`config.mk`:
```
export PLATFORM = sky130hd
export DESIGN_NAME = smts_ram
export DESIGN_NICKNAME = d
export VERILOG_FILES = /design/src/rtl/smts_ram.sv
export SDC_FILE = /design/constraint.sdc
export NUM_CORES = 1
export LEC_CHECK = 0
export ABC_AREA = 1
export BUFFER_PORTS_ARGS = -buffer_cell sky130_fd_sc_hd__buf_2
export CAP_MARGIN = 20
export CORE_MARGIN = 3
export CORE_UTILIZATION = 59
export CTS_CLUSTER_SIZE = 28
export DETAILED_ROUTE_END_ITERATION = 6
export HOLD_SLACK_MARGIN = 0.06
export PLACE_DENSITY_LB_ADDON = 0.12
export SYNTH_ARGS = -nofsm -noshare
export SYNTH_HDL_FRONTEND = slang
export SYNTH_SLANG_ARGS = --single-unit
```
`constraint.sdc`:
```
create_clock -name clk_i -period 2.19 [get_ports clk_i]
set_clock_uncertainty 0.1 [all_clocks]
set_input_delay 0.438 -clock clk_i [delete_from_list [all_inputs] [get_ports clk_i]]
set_output_delay 0.438 -clock clk_i [all_outputs]
set_load 0.1 [all_outputs]
```
`src/rtl/smts_ram.sv`:
```
// Generic single-port-write, single-port-read RAM with registered read data.
module smts_ram #(
  parameter int unsigned Width = 8,
  parameter int unsigned Depth = 4
) (
  input  logic                     clk_i,
  input  logic                     we_i,
  input  logic [$clog2(Depth)-1:0] waddr_i,
  input  logic [Width-1:0]         wdata_i,
  input  logic [$clog2(Depth)-1:0] raddr_i,
  output logic [Width-1:0]         rdata_o
);

  logic [Width-1:0] mem_q [Depth];

  always_ff @(posedge clk_i) begin
    if (we_i) begin
      mem_q[waddr_i] <= wdata_i;
    end
    rdata_o <= mem_q[raddr_i];
  end

endmodule

```
==> results.tsv <==
metric	value	unit
period_minus_slack	1.63	ns
cts_tree	done	
synth_cell_types	10	
netlist_area	1550	um2
hp-class	input port to flip-flop	
rows	17	
min_path_cells	1	
routedWlPerCell	13.9	um
numCtsBuffers	5	
cp_max_fo	1	
crit_chain	buf_2	
fin_nets	183	
rrSetupSlack	1.31	ns
vias	960	
vdd_ir_drop_max	0.818	mV
path_delay_family	buffers and inverters	
worst_pin_slew	0.496	ns
clock-sinks	40	
syn_nets	155	
clk_latency	0.33	ns
place.gp.congestion	0.805	
path_clk_slew	0.11	ns
finalHoldViolations	0	
grt_setup_unrepaired	no	
grt_pass1_wl	4310	um
r2r_end	rdata_o[7]	
cap_violations	0	
avgSynthCellArea	11.0	um2
status	completed	
fin_area	1780	um2
reg2reg_depth	4	
cp.required	1.65	ns
maxSlewViolCount	0	
ys_warn_count	0	
drive_above_1_share	0.195	
final_common_cell	nand2_1	
synth_seq_cells	40	
crit_path_start_kind	flip-flop	
dp_hpwl	2000	um
postRouteAntennaNets	0	
hold_end	mem_q[0][3]	
cts-root-buf	clkbuf_4	
critPathSlowestCell	buf_2	
insertedDiodeCount	0	
nFillCells	160	
die_h	57.2	um
cts_resized	0	
grt_use_total	0.187	
setup_viol	0	
grt_max_degree	18	
dieArea	3270	um2
crit_path_max_incr_delay	0.42	ns
tns	0	ns
drc	0	
worst_slack	0.561	ns
worstPathArrival	1.09	ns
port_buffers	21	
first_pass_iters	4	
hold_start	wdata_i[3]	
wl	2740	um
final_util	0.761	
rr_startpoint	mem_q[1][7]	
end_kind	output pin	
power_density	934	nW/um2
io_pins	22	
synth_cells	141	
power.leakage	0.853	nW
cts_hold_buf	0	
clock_path_buffers	2	
cts.htree.levels	2	
coreArea	2340	um2
timing.slew.headroom	0.672	
grt_pass1_vias	866	
drt_iter0_markers	57	
fmax	614	MHz
die_w	57.2	um
place_ws	0.814	ns
ys_seq_area_frac	0.724	
placed_cell_area	1680	um2
critical_path_buf_inv_count	1	
final_cell_mix	nand2_1, inv_1, edfxtp_1	
start_util	0.661	
antenna_found_initial	0	
postCtsSetupBuffers	0	
critPathKind	flip-flop to output pin	
syn_to_final_growth	15.0	%
fin_crit_sh	0.744	
grt_overflow	0	
fin_total_pwr	1.66	mW
via_per_inst	4.87	
## kinds of logic (layout without fill, tap and decap cells)
kind of cell | count (synthesis) | count (layout) | share of synthesized area
buf+inv | 41 | 69 | 0.114
simple gates | 60 | 60 | 0.162
flops | 40 | 40 | 0.724
## layout make-up
cell class / instances / area (um2) / share of cell area
Multi-Input combinational cell: 60 / 250 / 0.141
Clock inverter: 2 / 60.1 / 0.0337
Clock buffer: 5 / 37.5 / 0.0211
Tap cell: 28 / 35.0 / 0.0197
Timing Repair Buffer: 25 / 135 / 0.0759
Sequential cell: 40 / 1120 / 0.630
Inverter: 37 / 141 / 0.0794
## synth_stat cells
cell       n  share of area
edfxtp_1  32           0.62
nor3_1     4          0.013
buf_2      1         0.0032
buf_6      2          0.015
inv_1     36          0.087
nand2_1   40          0.097
dfxtp_1    8           0.10
buf_4      1         0.0049
inv_4      1         0.0040
nand3_1   16          0.052
## worst max path at each step
stage | startpoint | to | cells past startpoint
2_1_floorplan | waddr_i[0] | mem_q[3][0] | 2
3_3_place_gp | waddr_i[0] | mem_q[0][4] | 3
3_5_place_dp | waddr_i[0] | mem_q[1][4] | 4
4_1_cts | rdata_o[1] | rdata_o[1] | 1
5_1_grt | rdata_o[0] | rdata_o[0] | 1
6_report | rdata_o[0] | rdata_o[0] | 1
## sequential cells by signal, summed over array words and instances, names as in the netlist
name	count
mem_q	32
rdata_o	8
## power breakdown
part	switching, mW	total [mW]	leakage (nW)	internal, mW
registers	0.0107	0.875	0.361	0.865
clock network	0.227	0.577	0.0513	0.349
logic	0.170	0.210	0.440	0.0406
total	0.407	1.66	0.853	1.25
## metrics by stage
| step | hold WS [ns] | cells |
|---|---|---|
| detailed placement | 0.424 | 190 |
| CTS | 0.218 | 197 |
| global placement | 0.430 | 190 |
| finish | 0.233 | 197 |
| floorplan | 0.399 | 141 |
| global route | 0.204 | 197 |
## metal layers
layer | global-route usage | share of wire | vias up
met5 | 0 | 0 | -
met4 | 0.0695 | 0.0073 | 0
met3 | 0.0611 | 0.065 | 2
met2 | 0.272 | 0.46 | 41
met1 | 0.266 | 0.47 | 425
li1 | - | - | 492
Power figures use the tool's default switching activity.
